File: config.mk
export PLATFORM = sky130hd
export DESIGN_NAME = pid_position_delta_controller
export DESIGN_NICKNAME = d
export VERILOG_FILES = /design/src/rtl/pidpd_pkg.sv /design/src/rtl/pid_position_delta_controller.sv
export SDC_FILE = /design/constraint.sdc
export NUM_CORES = 2
export LEC_CHECK = 0
export ABC_CLOCK_PERIOD_IN_PS = 15600
export BUFFER_PORTS_ARGS = -buffer_cell sky130_fd_sc_hd__buf_2
export CAP_MARGIN = 10
export CELL_PAD_IN_SITES_DETAIL_PLACEMENT = 0
export CELL_PAD_IN_SITES_GLOBAL_PLACEMENT = 1
export CORE_ASPECT_RATIO = 1.5
export CORE_UTILIZATION = 35
export DETAILED_ROUTE_END_ITERATION = 10
export PLACE_DENSITY = 0.56
export SYNTH_ARGS = -nofsm -noshare
export SYNTH_HDL_FRONTEND = slang
export SYNTH_SLANG_ARGS = --single-unit
File: constraint.sdc
create_clock -name clk -period 15.6 [get_ports clk]
set_clock_uncertainty 0.15 [all_clocks]
set_input_delay 2.34 -clock clk [delete_from_list [all_inputs] [get_ports clk]]
set_output_delay 2.34 -clock clk [all_outputs]
set_load 0.005 [all_outputs]
File: src/rtl/pidpd_pkg.sv
// Shared widths, register indexes and clamp helpers for the PID position/delta controller.
package pidpd_pkg;

    localparam int SAMPLE_W  = 16;
    localparam int ERR_W     = 17;
    localparam int DIFF1_W   = 18;
    localparam int DIFF2_W   = 19;
    localparam int GAIN_W    = 16;
    localparam int P_PROD_W  = GAIN_W + DIFF1_W;
    localparam int I_PROD_W  = GAIN_W + ERR_W;
    localparam int D_PROD_W  = GAIN_W + DIFF2_W;
    localparam int ACC_W     = 48;
    localparam int LIM_W     = 31;
    localparam int FRAC_W    = 8;
    localparam int DRIVE_W   = 32;
    localparam int CFG_IDX_W = 3;
    localparam int CFG_DATA_W = 31;

    localparam logic [CFG_IDX_W-1:0] REG_LOOP_MODE      = 3'd0;
    localparam logic [CFG_IDX_W-1:0] REG_OUTPUT_LIMIT   = 3'd1;
    localparam logic [CFG_IDX_W-1:0] REG_INTEGRAL_LIMIT = 3'd2;
    localparam logic [CFG_IDX_W-1:0] REG_GAIN_P         = 3'd3;
    localparam logic [CFG_IDX_W-1:0] REG_GAIN_I         = 3'd4;
    localparam logic [CFG_IDX_W-1:0] REG_GAIN_D         = 3'd5;

    localparam logic MODE_POSITION = 1'b0;
    localparam logic MODE_DELTA    = 1'b1;

    localparam logic signed [ERR_W-1:0] INT_WINDOW = 17'sd300;

    typedef logic signed [ACC_W-1:0] acc_t;

    function automatic acc_t limit_q8(input logic [LIM_W-1:0] lim);
        return acc_t'({{(ACC_W - LIM_W - FRAC_W){1'b0}}, lim, {FRAC_W{1'b0}}});
    endfunction

    function automatic acc_t clamp_sym(input acc_t v, input logic [LIM_W-1:0] lim);
        acc_t hi;
        acc_t lo;
        hi = limit_q8(lim);
        lo = -hi;
        if (v > hi)
        begin
            return hi;
        end
        else if (v < lo)
        begin
            return lo;
        end
        return v;
    endfunction

endpackage

File: src/rtl/pid_position_delta_controller.sv
// Top level of the PID controller with positional and incremental modes.
// An accepted input passes the error, product and drive registers; the integral and
// accumulator update in the last stage. One transaction per cycle while m_tready is high.
// The error stage, the multiplier stage and the accumulate/clamp stage each hold one item.
// Reset (rst_n low, asynchronous) clears the error history, integral, accumulator,
// all configuration registers and the pipeline valid flags.
module pid_position_delta_controller
(
    input  logic        clk,
    input  logic        rst_n,
    input  logic        s_tvalid,
    output logic        s_tready,
    input  logic [31:0] s_tdata,   // measured [15:0], setpoint [31:16]
    output logic        m_tvalid,
    input  logic        m_tready,
    output logic [31:0] m_tdata,   // drive [31:0]
    input  logic                                cfg_wr_en,
    input  logic [pidpd_pkg::CFG_IDX_W-1:0]     cfg_index,
    input  logic [pidpd_pkg::CFG_DATA_W-1:0]    cfg_data
);

    logic                                   loop_mode_reg;
    logic [pidpd_pkg::LIM_W-1:0]            output_limit_reg;
    logic [pidpd_pkg::LIM_W-1:0]            integral_limit_reg;
    logic signed [pidpd_pkg::GAIN_W-1:0]    gain_p_reg;
    logic signed [pidpd_pkg::GAIN_W-1:0]    gain_i_reg;
    logic signed [pidpd_pkg::GAIN_W-1:0]    gain_d_reg;

    logic signed [pidpd_pkg::ERR_W-1:0]     err_prev_reg;
    logic signed [pidpd_pkg::ERR_W-1:0]     err_prev2_reg;
    pidpd_pkg::acc_t                        integral_sum_reg;
    pidpd_pkg::acc_t                        output_accum_reg;

    logic                                   s1_valid_reg;
    logic                                   s2_valid_reg;
    logic                                   out_valid_reg;
    logic                                   ready2;
    logic                                   ready3;
    logic                                   in_accept;
    logic                                   commit;

    logic signed [pidpd_pkg::SAMPLE_W-1:0]  measured;
    logic signed [pidpd_pkg::SAMPLE_W-1:0]  setpoint;
    logic signed [pidpd_pkg::ERR_W-1:0]     err_next;
    logic signed [pidpd_pkg::DIFF1_W-1:0]   diff1_next;
    logic signed [pidpd_pkg::DIFF2_W-1:0]   diff2_next;
    logic                                   win_next;

    logic signed [pidpd_pkg::ERR_W-1:0]     err_reg;
    logic signed [pidpd_pkg::DIFF1_W-1:0]   diff1_reg;
    logic signed [pidpd_pkg::DIFF2_W-1:0]   diff2_reg;
    logic                                   win_reg;

    logic signed [pidpd_pkg::DIFF1_W-1:0]   p_oper;
    logic signed [pidpd_pkg::DIFF2_W-1:0]   d_oper;
    logic signed [pidpd_pkg::P_PROD_W-1:0]  p_prod_next;
    logic signed [pidpd_pkg::I_PROD_W-1:0]  i_prod_next;
    logic signed [pidpd_pkg::D_PROD_W-1:0]  d_prod_next;

    logic signed [pidpd_pkg::P_PROD_W-1:0]  p_prod_reg;
    logic signed [pidpd_pkg::I_PROD_W-1:0]  i_prod_reg;
    logic signed [pidpd_pkg::D_PROD_W-1:0]  d_prod_reg;
    logic                                   win2_reg;

    pidpd_pkg::acc_t                        p_ext;
    pidpd_pkg::acc_t                        i_ext;
    pidpd_pkg::acc_t                        d_ext;
    pidpd_pkg::acc_t                        integral_sum_next;
    pidpd_pkg::acc_t                        output_accum_next;
    logic [pidpd_pkg::DRIVE_W-1:0]          drive_next;
    logic [pidpd_pkg::DRIVE_W-1:0]          drive_reg;

    assign ready3    = !out_valid_reg || m_tready;
    assign ready2    = !s2_valid_reg || ready3;
    assign s_tready  = !s1_valid_reg || ready2;
    assign in_accept = s_tvalid && s_tready;
    assign commit    = s2_valid_reg && ready3;

    assign m_tvalid  = out_valid_reg;
    assign m_tdata   = drive_reg;

    // Error stage: new error, its first and second differences, and the integral window flag.
    always_comb
    begin
        measured   = s_tdata[pidpd_pkg::SAMPLE_W-1:0];
        setpoint   = s_tdata[2*pidpd_pkg::SAMPLE_W-1:pidpd_pkg::SAMPLE_W];
        err_next   = pidpd_pkg::ERR_W'(setpoint) - pidpd_pkg::ERR_W'(measured);
        diff1_next = pidpd_pkg::DIFF1_W'(err_next) - pidpd_pkg::DIFF1_W'(err_prev_reg);
        diff2_next = pidpd_pkg::DIFF2_W'(err_next)
                   - (pidpd_pkg::DIFF2_W'(err_prev_reg) <<< 1)
                   + pidpd_pkg::DIFF2_W'(err_prev2_reg);
        win_next   = (err_next < pidpd_pkg::INT_WINDOW) && (err_next > -pidpd_pkg::INT_WINDOW);
    end

    // Multiplier stage: the operands of P and D depend on the mode.
    always_comb
    begin
        if (loop_mode_reg == pidpd_pkg::MODE_DELTA)
        begin
            p_oper = diff1_reg;
            d_oper = diff2_reg;
        end
        else
        begin
            p_oper = pidpd_pkg::DIFF1_W'(err_reg);
            d_oper = pidpd_pkg::DIFF2_W'(diff1_reg);
        end
        p_prod_next = pidpd_pkg::P_PROD_W'(gain_p_reg) * pidpd_pkg::P_PROD_W'(p_oper);
        i_prod_next = pidpd_pkg::I_PROD_W'(gain_i_reg) * pidpd_pkg::I_PROD_W'(err_reg);
        d_prod_next = pidpd_pkg::D_PROD_W'(gain_d_reg) * pidpd_pkg::D_PROD_W'(d_oper);
    end

    // Accumulate and clamp stage.
    always_comb
    begin
        p_ext = pidpd_pkg::acc_t'(p_prod_reg);
        i_ext = pidpd_pkg::acc_t'(i_prod_reg);
        d_ext = pidpd_pkg::acc_t'(d_prod_reg);
        if (loop_mode_reg == pidpd_pkg::MODE_DELTA)
        begin
            integral_sum_next = i_ext;
            output_accum_next = pidpd_pkg::clamp_sym(output_accum_reg + p_ext + i_ext + d_ext,
                                                     output_limit_reg);
        end
        else
        begin
            integral_sum_next = pidpd_pkg::clamp_sym(
                integral_sum_reg + (win2_reg ? i_ext : pidpd_pkg::acc_t'(0)),
                integral_limit_reg);
            output_accum_next = pidpd_pkg::clamp_sym(p_ext + integral_sum_next + d_ext,
                                                     output_limit_reg);
        end
        drive_next = output_accum_next[pidpd_pkg::FRAC_W +: pidpd_pkg::DRIVE_W];
    end

    always_ff @(posedge clk or negedge rst_n)
    begin
        if (!rst_n)
        begin
            loop_mode_reg      <= pidpd_pkg::MODE_POSITION;
            output_limit_reg   <= '0;
            integral_limit_reg <= '0;
            gain_p_reg         <= '0;
            gain_i_reg         <= '0;
            gain_d_reg         <= '0;
        end
        else if (cfg_wr_en)
        begin
            unique case (cfg_index)
                pidpd_pkg::REG_LOOP_MODE:      loop_mode_reg      <= cfg_data[0];
                pidpd_pkg::REG_OUTPUT_LIMIT:   output_limit_reg   <= cfg_data;
                pidpd_pkg::REG_INTEGRAL_LIMIT: integral_limit_reg <= cfg_data;
                pidpd_pkg::REG_GAIN_P:         gain_p_reg <= cfg_data[pidpd_pkg::GAIN_W-1:0];
                pidpd_pkg::REG_GAIN_I:         gain_i_reg <= cfg_data[pidpd_pkg::GAIN_W-1:0];
                pidpd_pkg::REG_GAIN_D:         gain_d_reg <= cfg_data[pidpd_pkg::GAIN_W-1:0];
                default:
                begin
                end
            endcase
        end
    end

    always_ff @(posedge clk or negedge rst_n)
    begin
        if (!rst_n)
        begin
            s1_valid_reg     <= 1'b0;
            s2_valid_reg     <= 1'b0;
            out_valid_reg    <= 1'b0;
            err_prev_reg     <= '0;
            err_prev2_reg    <= '0;
            integral_sum_reg <= '0;
            output_accum_reg <= '0;
        end
        else
        begin
            if (s_tready)
            begin
                s1_valid_reg <= s_tvalid;
            end
            if (ready2)
            begin
                s2_valid_reg <= s1_valid_reg;
            end
            if (ready3)
            begin
                out_valid_reg <= s2_valid_reg;
            end
            if (in_accept)
            begin
                err_prev2_reg <= err_prev_reg;
                err_prev_reg  <= err_next;
            end
            if (commit)
            begin
                integral_sum_reg <= integral_sum_next;
                output_accum_reg <= output_accum_next;
            end
        end
    end

    always_ff @(posedge clk)
    begin
        if (in_accept)
        begin
            err_reg   <= err_next;
            diff1_reg <= diff1_next;
            diff2_reg <= diff2_next;
            win_reg   <= win_next;
        end
        if (s1_valid_reg && ready2)
        begin
            p_prod_reg <= p_prod_next;
            i_prod_reg <= i_prod_next;
            d_prod_reg <= d_prod_next;
            win2_reg   <= win_reg;
        end
        if (commit)
        begin
            drive_reg <= drive_next;
        end
    end

    a_commit_shows_result: assert property (@(posedge clk) disable iff (!rst_n)
        commit |=> m_tvalid)
        else $error("A committed item did not reach the output register.");

    a_stall_means_full: assert property (@(posedge clk) disable iff (!rst_n)
        !s_tready |-> (s1_valid_reg && s2_valid_reg && out_valid_reg && !m_tready))
        else $error("Input stalled while the pipeline had room.");

    a_integral_clamped: assert property (@(posedge clk) disable iff (!rst_n)
        (commit && loop_mode_reg == pidpd_pkg::MODE_POSITION) |=>
        ((integral_sum_reg <= pidpd_pkg::limit_q8($past(integral_limit_reg))) &&
         (integral_sum_reg >= -pidpd_pkg::limit_q8($past(integral_limit_reg)))))
        else $error("Integral left its clamp range in position mode.");

endmodule

==> summary.txt <==
Run status: finished, final reports clean
M1 GR Usage: 28.1%
Number of flops mapped to enable cells by yosys: 190
Synthesized area per cell: 9.30 um2
Die height: 548 um
YS warnings: 0
GR Layer Usage met3: 2.47%
Via count: 54001
Post-DRT Antenna Nets: 0
Crit path kind: reg2reg
Final Hold Viols: 0
Largest net degree at the start of global routing: 88
Core Box Area: 0.198 mm2
Main synth FF type: dfrtp_1
Asr flop ratio synth: 56.2%
Dpl hpwl: 226000 um
First-pass GRT wire length: 397000 um
Residual DRC: 0
Crit-path max FO: 15
Final min period: 14.73 ns
Slowest cell delay on critical path: 0.62 ns
Core Rows: 200
Initial antenna violation count: 15
Via-to-Cell Ratio: 5.31
GRT Total Usage: 27.2%
1st-iter DRT viols: 3069
Most area-hungry cell type in the Yosys netlist: fa_1
WP data required: 15.92 ns
Crit. End Element: flop
Routed len/inst: 26.8 um
Max-capacitance violation count: 0
DRT Pass-1 Iters: 8
Final worst-path cycle share: 94.4%
Seq/Total Area, Yosys: 17.0%
M2 GR Usage: 52.1%
Drt total wl: 273000 um
Worst-margin pin slew: 1.20 ns
Placed cells: 10043
Most frequent cells in the layout: inv_1, fa_1, nand2_1, ha_1, and2_1
CP max-delay cell: or4_1
CP arrival: 15.05 ns
Worst hold path class: reg2reg
Post-synth top area share: 29.7%
Htree depth: 2
Total gr overflow: 0
Initial core utilization: 35.2%
CTS buffer count: 55
Clock Pin Slew Worst Setup and Hold Paths: 0.06 ns
Yosys cell types: 89
CTS root buf: clkbuf_16
Synth Net Count: 9255
Area added between synthesis and finish: 7.95%
GR peak layer: met2
Final setup viols: 0
CP startpoint kind: flop
Die width: 366 um
Yosys reg bits: 434
Maximum clock path buffer count: 3
Slew margin rel.: 19.0%
Fill count: 20203
Fin nets: 9242
PortBufs: 104
Mapped Cells: 7487
CTS tree: yes
Mapped Area: 0.0696 mm2
Top-Level Pins: 105
Commonest non-fill, non-tap cell in the layout: inv_1
CTS sink count: 434
Leading post-synthesis cells by cell area: fa_1, ha_1, dfrtp_1, edfxtp_1, inv_1
Post-CTS setup buffers: 0
FMAX: 0.0679 GHz
Die Area: 0.201 mm2
Non-filler cells, final: 10162
Count of pins over their slew limit: 0
Vias in the first global route: 58098
Clock insertion delay at the later pin of the skew report: 0.72 ns
Share of cells above drive strength 1: 7.11%
Routability cong.: 0.978
[through the flow]
step	cell area (um2)	hold slack [ns]	util [%]	worst slack (ns)	TNS [ns]
2_1_floorplan	69600	0.250	-	2.43	0
3_3_place_gp	73200	0.315	37.0	0.590	0
3_5_place_dp	73200	0.322	37.0	0.347	0
4_1_cts	75100	0.336	38.0	0.323	0
5_1_grt	75100	0.365	38.0	-0.0156	-0.0156
6_report	75200	0.332	38.0	0.873	0
[cell type report]
cell class / count / area, um2 / area share (%)
inverters: 1153 / 4330 / 5.76
well taps: 2626 / 3290 / 4.37
repair buffers: 202 / 1300 / 1.73
multi-input cells: 5628 / 52500 / 69.9
flip-flops and latches: 434 / 11800 / 15.7
clock buffers: 70 / 1510 / 2.00
diodes: 15 / 37.5 / 0.0499
clock inverters: 34 / 365 / 0.486
[path summary, 6_finish.rpt]
| path | start | end | slack (ns) | cells past startpoint |
|---|---|---|---|---|
| max | win2_reg | m_tdata[13] | 0.87 | 51 |
| min | err_prev_reg[4] | err_prev_reg[4] | 0.33 | 2 |
| max reg2reg | win2_reg | m_tdata[13] | 0.87 | 51 |
| min reg2reg | err_prev_reg[4] | err_prev_reg[4] | 0.33 | 2 |
| max in group asynchronous | rst_n | loop_mode_reg | 11.80 | 3 |
| min in group asynchronous | rst_n | output_accum_reg[31] | 1.38 | 1 |
[cell families after synthesis]
group | count (synthesis) | share of synthesized area, %
muxes | 209 | 3.25
adders and majority gates | 1697 | 41.6
AOI/OAI and AO/OA | 1289 | 11.7
buffers and inverters | 1425 | 7.72
and+or+nand+nor | 2119 | 14.8
DFF | 434 | 17.0
xor gates and xnor gates | 314 | 3.95
[repair_timing]
| action | 4_1_cts | 5_1_grt |
|---|---|---|
| resized for setup | 0 | 13 |
| setup endpoints to repair | 0 | 79 |
| hold buffers | 0 | 0 |
| endpoints found under the hold margin | 0 | 0 |
[metal layers]
metal | vias to the layer above | wire [um]
met5 | - | 11
met4 | 2 | 20000
met3 | 530 | 7670
met2 | 1271 | 148000
met1 | 27654 | 97000
li1 | 24544 | -
[cell usage after synthesis (all sizes together) (18+ instances only)]
cell,instances
o211ai,28
edfxtp,190
buf,30
dfrtp,244
xnor2,243
nor4,32
and2,381
fa,1032
or2,58
or3,21
clkbuf,242
mux2,136
mux2i,73
a21o,134
nand2,865
o21bai,32
o31a,23
a21oi,363
nor2b,79
nor3,79
a31o,18
o31ai,25
ha,665
o21a,62
o21ai,348
nor2,283
or4,19
xor2,71
a21boi,21
nand3,87
and3,30
a211oi,41
inv,1151
nand4,75
nand2b,75
a31oi,42
[worst max-delay path: cells and delay by family, from the launching register on]
kind                     cells  cell delay (ns)
buffers and inverters        4             0.82
XOR/XNOR                     2             0.39
AO/OA/AOI/OAI               16             4.73
AND/OR/NAND/NOR             23             5.74
adder cells (fa/ha/maj)      6             2.25
flip-flops                   1             0.45
Power is not shown: default switching activity piles up to over one toggle a cycle in this logic, so the estimate is an artifact.
